===== src/hw/rtl/rk4_pkg.sv =====
// rk4_pkg: shared types and constants for the rk4 ode step unit
// no dependencies
package rk4_pkg;

  localparam int unsigned XW = 32;
  localparam int unsigned CW = 16;
  localparam int unsigned HW = 31;
  localparam int unsigned AW = 36;     // q30 angle width
  localparam int unsigned SW = 34;     // cordic x/y width

  localparam logic signed [AW-1:0] Q30_PI      = 36'sd3373259426;
  localparam logic signed [AW-1:0] Q30_TWO_PI  = 36'sd6746518852;
  localparam logic signed [AW-1:0] Q30_HALF_PI = 36'sd1686629713;
  localparam logic signed [SW-1:0] Q30_INV_GAIN = 34'sd652032874;
  localparam logic signed [47:0] I32_MAX_V = 48'sd2147483647;
  localparam logic signed [47:0] I32_MIN_V = -48'sd2147483648;

  // register indexes
  typedef enum logic [1:0] {
    REG_STEP_SIZE = 2'd0,
    REG_X_START   = 2'd1,
    REG_Y_START   = 2'd2,
    REG_MAX_STEPS = 2'd3
  } reg_idx_t;

  typedef enum logic [3:0] {
    ST_IDLE, ST_LOAD, ST_RED, ST_CORD, ST_KVAL, ST_YARG, ST_SUM, ST_DIV,
    ST_YNEW, ST_OUT
  } state_t;

  // controller to datapath
  typedef struct packed {
    logic       load;      // latch item, apply restart
    logic       red;       // angle reduction step
    logic       cord;      // one cordic iteration
    logic       kval;      // form k from sine
    logic       yarg;      // form next y argument
    logic       sum;       // form weighted sum
    logic       div;       // one step of divide by 6
    logic       ynew;      // commit new state
    logic [1:0] kidx;      // which k (0..3)
  } rk4_cmd_t;

  // datapath to controller
  typedef struct packed {
    logic limit;      // step counter reached max
    logic red_done;
    logic cord_done;
    logic div_done;
  } rk4_sts_t;

  function automatic logic [63:0] atan_q30(input logic [4:0] i);
    logic [31:0] t [0:31];
    t = '{32'h3243F6A8, 32'h1DAC6705, 32'h0FADBAFC, 32'h07F56EA6, 32'h03FEAB76,
          32'h01FFD55B, 32'h00FFFAAA, 32'h007FFF55, 32'h003FFFEA, 32'h001FFFFD,
          32'h000FFFFF, 32'h0007FFFF, 32'h0003FFFF, 32'h0001FFFF, 32'h0000FFFF,
          32'h00007FFF, 32'h00003FFF, 32'h00001FFF, 32'h00000FFF, 32'h000007FF,
          32'h000003FF, 32'h000001FF, 32'h000000FF, 32'h0000007F, 32'h0000003F,
          32'h0000001F, 32'h0000000F, 32'h00000008, 32'h00000004, 32'h00000002,
          32'h00000001, 32'h00000000};
    return {32'd0, t[i]};
  endfunction

endpackage


===== src/hw/rtl/rk4_ctrl.sv =====
// rk4_ctrl: sequencer for one rk4 step (four sine evaluations and updates)
// depends on rk4_pkg
module rk4_ctrl
  import rk4_pkg::*;
(
  input  logic     clk,
  input  logic     rst_n,
  input  logic     in_fire,
  input  logic     out_busy,
  input  rk4_sts_t sts,
  output rk4_cmd_t cmd,
  output logic     busy,
  output logic     out_set
);

  state_t     state_r, state_nxt;
  logic [1:0] kidx_r, kidx_nxt;

  // state register
  always_ff @(posedge clk) begin
    if (!rst_n) begin
      state_r <= ST_IDLE;
      kidx_r  <= 2'd0;
    end else begin
      state_r <= state_nxt;
      kidx_r  <= kidx_nxt;
    end
  end

  // next state and commands
  always_comb begin
    state_nxt = state_r;
    kidx_nxt  = kidx_r;
    cmd       = '0;
    cmd.kidx  = kidx_r;
    out_set   = 1'b0;
    busy      = (state_r != ST_IDLE);
    unique case (state_r)
      ST_IDLE: begin
        if (in_fire) begin
          cmd.load  = 1'b1;
          state_nxt = ST_LOAD;
        end
      end
      ST_LOAD: begin
        kidx_nxt  = 2'd0;
        state_nxt = sts.limit ? ST_OUT : ST_RED;
      end
      ST_RED: begin
        cmd.red = 1'b1;
        if (sts.red_done) state_nxt = ST_CORD;
      end
      ST_CORD: begin
        cmd.cord = 1'b1;
        if (sts.cord_done) state_nxt = ST_KVAL;
      end
      ST_KVAL: begin
        cmd.kval  = 1'b1;
        state_nxt = (kidx_r == 2'd3) ? ST_SUM : ST_YARG;
      end
      ST_YARG: begin
        cmd.yarg  = 1'b1;
        kidx_nxt  = kidx_r + 2'd1;
        state_nxt = ST_RED;
      end
      ST_SUM: begin
        cmd.sum   = 1'b1;
        state_nxt = ST_DIV;
      end
      ST_DIV: begin
        cmd.div = 1'b1;
        if (sts.div_done) state_nxt = ST_YNEW;
      end
      ST_YNEW: begin
        cmd.ynew  = 1'b1;
        state_nxt = ST_OUT;
      end
      ST_OUT: begin
        if (!out_busy) begin
          out_set   = 1'b1;
          state_nxt = ST_IDLE;
        end
      end
      default: state_nxt = ST_IDLE;
    endcase
  end

endmodule


===== config.mk =====
export PLATFORM = sky130hd
export DESIGN_NAME = rk4_ctrl
export DESIGN_NICKNAME = d
export VERILOG_FILES = /design/src/hw/rtl/rk4_pkg.sv /design/src/hw/rtl/rk4_ctrl.sv
export SDC_FILE = /design/constraint.sdc
export NUM_CORES = 1
export LEC_CHECK = 0
export BUFFER_PORTS_ARGS = -buffer_cell sky130_fd_sc_hd__buf_2
export CAP_MARGIN = 25
export CORE_AREA = 2 2 39 41
export CTS_BUF_LIST = sky130_fd_sc_hd__clkbuf_4
export DETAILED_ROUTE_END_ITERATION = 10
export DIE_AREA = 0 0 41 43
export PLACE_DENSITY_LB_ADDON = 0.12
export SETUP_SLACK_MARGIN = 0.4
export SYNTH_ARGS = -nofsm -noshare
export SYNTH_HDL_FRONTEND = slang
export SYNTH_SLANG_ARGS = --single-unit

===== constraint.sdc =====
create_clock -name clk -period 2.6 [get_ports clk]
set_input_delay 0.39 -clock clk [delete_from_list [all_inputs] [get_ports clk]]
set_output_delay 0.39 -clock clk [all_outputs]
set_load 0.05 [all_outputs]

==> results of run 1 <==
[routing by layer]
metal | GRT usage, % | vias to the layer above
li1 | - | 282
met5 | 0 | -
met2 | 23.4 | 11
met4 | 8.00 | 0
met1 | 19.1 | 252
met3 | 1.57 | 0
[through the flow]
stage               power (W)  std cells
floorplan            0.000559         69
global placement     0.000620         98
detailed placement   0.000626         98
CTS                  0.000714        101
global route         0.000759        101
finish               0.000710        101
[cell type report]
cell class | count | share of cell area (%)
clock buffers | 3 | 3.39
flip-flops and latches | 6 | 18.5
inverters | 4 | 2.26
well taps | 16 | 3.01
repair buffers | 19 | 14.3
multi-input cells | 53 | 58.6
[power breakdown]
group	switching, W	internal [W]	total (W)	leakage, nW
combinational	0.000262	0.000162	0.000424	0.228
clock	0.0000317	0.0000521	0.0000838	0.0138
sequential	0.0000860	0.000115	0.000201	0.0497
[layout by cell type (no fill, tap or decap), drive strengths merged, types with 3 or more instances in the layout]
cell,count
buf,19
nor2,10
dfxtp,6
nand2b,4
nor3,4
nand2,4
inv,4
o21ai,4
a21oi,4
mux2i,3
clkbuf,3
[critical path: cells and delay by family (launching register included)]
family / cells / cell delay, ns
flip-flops: 1 / 0.59
buffers and inverters: 1 / 0.29
AND/OR/NAND/NOR: 2 / 0.55
[worst paths after layout]
path | endpoint | start
worst max-delay path | cmd[7] | state_r[1]
worst min-delay path | state_r[2] | rst_n
worst max register to register | state_r[3] | state_r[1]
worst min register to register | kidx_r[1] | kidx_r[1]
[state kept, by name, indices dropped and copies added, names as in the netlist]
name / count
kidx_r: 2
state_r: 4
[kinds of logic (layout without fill, tap and decap cells)]
family          count (synthesis)  in the layout  share of synthesized area, %
compound gates                 16             16                          26.1
flops                           6              6                          22.0
simple gates                   32             32                          33.3
fa+ha+maj                       1              1                          2.29
mux                             4              4                          7.57
buf+inv                        10             26                          8.71
==> impl_metrics.json, run 1 <==
{
  "status": "finished clean",
  "placed_area_um2": 639,
  "min_period_ns": 2.05,
  "grt_pass1_vias": 450,
  "synth_flop_cell": "dfxtp_1",
  "synth_area_leaders": "dfxtp_1 22%, nor2_1 6.2%, mux2i_1 5.5%, o32ai_4 5.0%, nand2b_1 4.6%",
  "syn-num-nets": 78,
  "clkSinkCount": 6,
  "yosys.cell_types.count": 32,
  "io_buffers": 19,
  "max_stage_delay_ns": 0.59,
  "postRouteAntennaNets": 0,
  "holdPathStages": 3,
  "synth_top_area_share_pct": 22.0,
  "yosysTopAreaCell": "dfxtp_1",
  "ys_seq_area_share_pct": 22.0,
  "dr.max_layer_used": "met3",
  "worst_setup_path_end_kind": "output pin",
  "wl_per_cell_um": 12.2,
  "place_ws_ns": 0.696,
  "clock-root-buffer": "clkbuf_4",
  "yosys_warnings": 0,
  "syn_to_final_growth_pct": 21.8,
  "syn_inst": 69,
  "multi_input_area_um2": 389,
  "skew_ns": 0.00253,
  "slowest_stage": "dfxtp_1",
  "hold_class": "input pin to flop",
  "worstPathCellList": "nand2b_1, nor2_1, buf_2",
  "rsz0062_at_grt": "no",
  "utilization_pct": 48.0,
  "power_leakage_nw": 0.292,
  "fin_hold_ws_ns": 0.411,
  "dp_hpwl_um": 915,
  "drt-vias-per-instance": 5.40,
  "setup_violations": 0,
  "die_h_um": 43,
  "critPathLaunchType": "flop",
  "crit_arrival_ns": 1.66,
  "p_per_area_nw_per_um2": 1070,
  "die-area_um2": 1760,
  "drive_gt1_share_pct": 41.2,
  "final_area_um2": 664,
  "routed-wl-met3_um": 42,
  "synth.cell_area_um2": 546,
  "cts_buffers": 3,
  "die_w_um": 41,
  "r2r_slack_ns": 0.88,
  "firstDrtPassIters": 4,
  "gr-total-overflow": 0,
  "synth_common_cells": "9 x nor2_1, 6 x dfxtp_1",
  "path_max_fanout": 14,
  "setup_ws_ns": 0.548,
  "drv_cap": 0,
  "maxSlewViolCount": 0,
  "vdd_ir_drop_max_uv": 408,
  "antenna_found_initial": 0,
  "post-route-drc-count": 0,
  "start_util_pct": 39.4,
  "grt_pass1_wl_um": 1840,
  "rr_worst_depth": 4,
  "synth_edf_count": 0,
  "nets": 96,
  "syn_area_per_cell_um2": 7.91,
  "first_iter_violations": 26,
  "cts_tree": "built",
  "postRouteWirelength_um": 1230,
  "ys_ff_latch": 6,
  "hold_viol": 0,
  "clkTransAtPathRegs_ns": 0.05,
  "m1WireLength_um": 565,
  "pin_count": 20,
  "relSlewSlack_pct": 70.5,
  "max_freq_ghz": 0.487,
  "criticalPathCategory": "flop to output pin",
  "grt_max_degree": 21,
  "tightest_slew_ns": 0.441,
  "yosysMostFrequentCell": "nor2_1",
  "met2WireLength_um": 625,
  "antenna-diode-count": 0,
  "nFillCells": 153,
  "clk_latency_ns": 0.24,
  "worst-endpoint-required_ns": 2.21,
  "cts_buffer_depth": 2,
  "seq_area_um2": 123,
  "htree_levels": 1,
  "grt_util_all_layers_pct": 15.0,
  "gp_congestion": 0.774,
  "async_flop_share_pct": 0,
  "row_count": 14,
  "final.setup.tns_ns": 0,
  "dr_total_vias": 545,
  "core_area_um2": 1380,
  "cts_resized": 0,
  "holdBufCountCts": 0,
  "postCtsSetupBuffers": 0,
  "min_period_over_period_pct": 78.9
}
(Power assumes the default switching activity.)
==> inputs of run 2 (changes only) <==
==> constraint.sdc (replaced) <==
create_clock -name clk -period 1.8 [get_ports clk]
set_input_delay 0.27 -clock clk [delete_from_list [all_inputs] [get_ports clk]]
set_output_delay 0.27 -clock clk [all_outputs]
set_load 0.05 [all_outputs]
==> impl_metrics.json, run 2 (synthesized netlist as in run 1, its figures left out) <==
{
  "largest_register": "state_r",
  "skew_ns": 0.00258,
  "reg_top3": "state_r (4), kidx_r (2)",
  "path_max_fanout": 4,
  "critPathLaunchType": "flop",
  "final_cell_mix": "17 x buf_4, 10 x buf_2, 9 x buf_6, 5 x buf_8",
  "firstDrtPassIters": 4,
  "worst_setup_path_end_kind": "output pin",
  "final.setup.tns_ns": 0,
  "fin_hold_ws_ns": 0.310,
  "clkSinkCount": 6,
  "antenna_found_initial": 0,
  "gp_congestion": 0.830,
  "hold_class": "input pin to flop",
  "clock-root-buffer": "clkbuf_4",
  "grt_pass1_vias": 637,
  "criticalPathCategory": "flop to output pin",
  "htree_levels": 1,
  "drive_gt1_share_pct": 69.7,
  "setup_violations": 0,
  "power_leakage_nw": 0.472,
  "tightest_slew_ns": 0.318,
  "postRouteWirelength_um": 2140,
  "grt_util_all_layers_pct": 23.7,
  "clk_latency_ns": 0.24,
  "cts_tree": "built",
  "nets": 120,
  "gr-total-overflow": 0,
  "worst-endpoint-required_ns": 1.53,
  "nFillCells": 76,
  "place_ws_ns": 0.219,
  "core_area_um2": 1380,
  "drt-vias-per-instance": 5.58,
  "wl_per_cell_um": 17.1,
  "vdd_ir_drop_max_uv": 782,
  "setup_ws_ns": 0.133,
  "p_total_w": 0.00164,
  "grt_pass1_wl_um": 2780,
  "post-route-drc-count": 0,
  "layout_commonest_cell": "buf_4",
  "max_freq_ghz": 0.600,
  "largest_reg_flops": 4,
  "grt_max_degree": 19,
  "dr_total_vias": 697,
  "antenna-diode-count": 0,
  "drv_cap": 0,
  "io_buffers": 19,
  "die-area_um2": 1760,
  "cts_buffer_depth": 2,
  "clkTransAtPathRegs_ns": 0.05,
  "first_iter_violations": 15,
  "min_period_ns": 1.67,
  "row_count": 14,
  "rsz0062_at_grt": "yes",
  "hold_viol": 0,
  "dp_hpwl_um": 999,
  "min_period_over_period_pct": 92.6,
  "postRouteAntennaNets": 0,
  "die_w_um": 41,
  "p_per_area_nw_per_um2": 1460,
  "status": "finished clean",
  "cts_buffers": 3,
  "die_h_um": 43,
  "relSlewSlack_pct": 78.6,
  "crit_arrival_ns": 1.40,
  "maxSlewViolCount": 0,
  "start_util_pct": 39.4,
  "syn_to_final_growth_pct": 106,
  "pin_count": 20
}
[run 2: cell types whose count changed in the layout (fill, tap and decap cells not counted), sizes merged]
| cell | previous run | this run |
|---|---|---|
| buf | 19 | 43 |
[run 2: path summary, 6_finish.rpt]
check               endpoint        from  depth (start not counted)  slack, ns
setup / recovery      cmd[9]  state_r[3]                          3       0.13
hold / removal    state_r[2]       rst_n                          3       0.31
hold reg to reg    kidx_r[1]   kidx_r[1]                          2       0.48
setup reg to reg  state_r[0]  state_r[3]                          5       0.19
[run 2: cell type report]
| type | count | area, um^2 | area share [%] |
|---|---|---|---|
| clock buffers | 3 | 22.5 | 2.01 |
| inverters | 4 | 15.0 | 1.34 |
| multi-input cells | 53 | 531 | 47.3 |
| flip-flops and latches | 6 | 133 | 11.8 |
| well taps | 16 | 20.0 | 1.78 |
| repair buffers | 43 | 402 | 35.8 |
[run 2: through the flow]
| step | instances | util (%) | cell area (um^2) |
|---|---|---|---|
| floorplan | 69 | - | 653 |
| global placement | 102 | 53.6 | 742 |
| detailed placement | 102 | 53.6 | 742 |
| CTS | 116 | 71.0 | 982 |
| global route | 125 | 81.1 | 1120 |
| finish | 125 | 81.1 | 1120 |
[run 2: metal layers]
metal	global-route usage (%)	vias up	routed length, um
met2	40.6	23	1230
met5	0	-	0
met4	12.0	0	8
met3	1.57	2	64
li1	-	330	-
met1	27.4	342	834
[run 2: timing repair]
| action | 4_1_cts | 5_1_grt |
|---|---|---|
| buffers inserted | 10 | 9 |
| pin swaps | 10 | 12 |
| hold buffers | 0 | 0 |
| setup endpoints to repair | 14 | 14 |
| resized for setup | 34 | 20 |
| gates cloned | 1 | 0 |
[run 2: worst max-delay path: stages, from the launching register on]
cell,delay [ns]
dfxtp_4,0.34
or4_4,0.55
nor2_4,0.11
buf_8,0.15
[run 2: report_power, final]
part	leakage [nW]	total (W)	internal (W)	switching [W]
clock network	0.0138	0.000123	0.0000754	0.0000479
registers	0.0513	0.000211	0.000177	0.0000346
logic	0.407	0.00131	0.000594	0.000712
total	0.472	0.00164	0.000846	0.000795
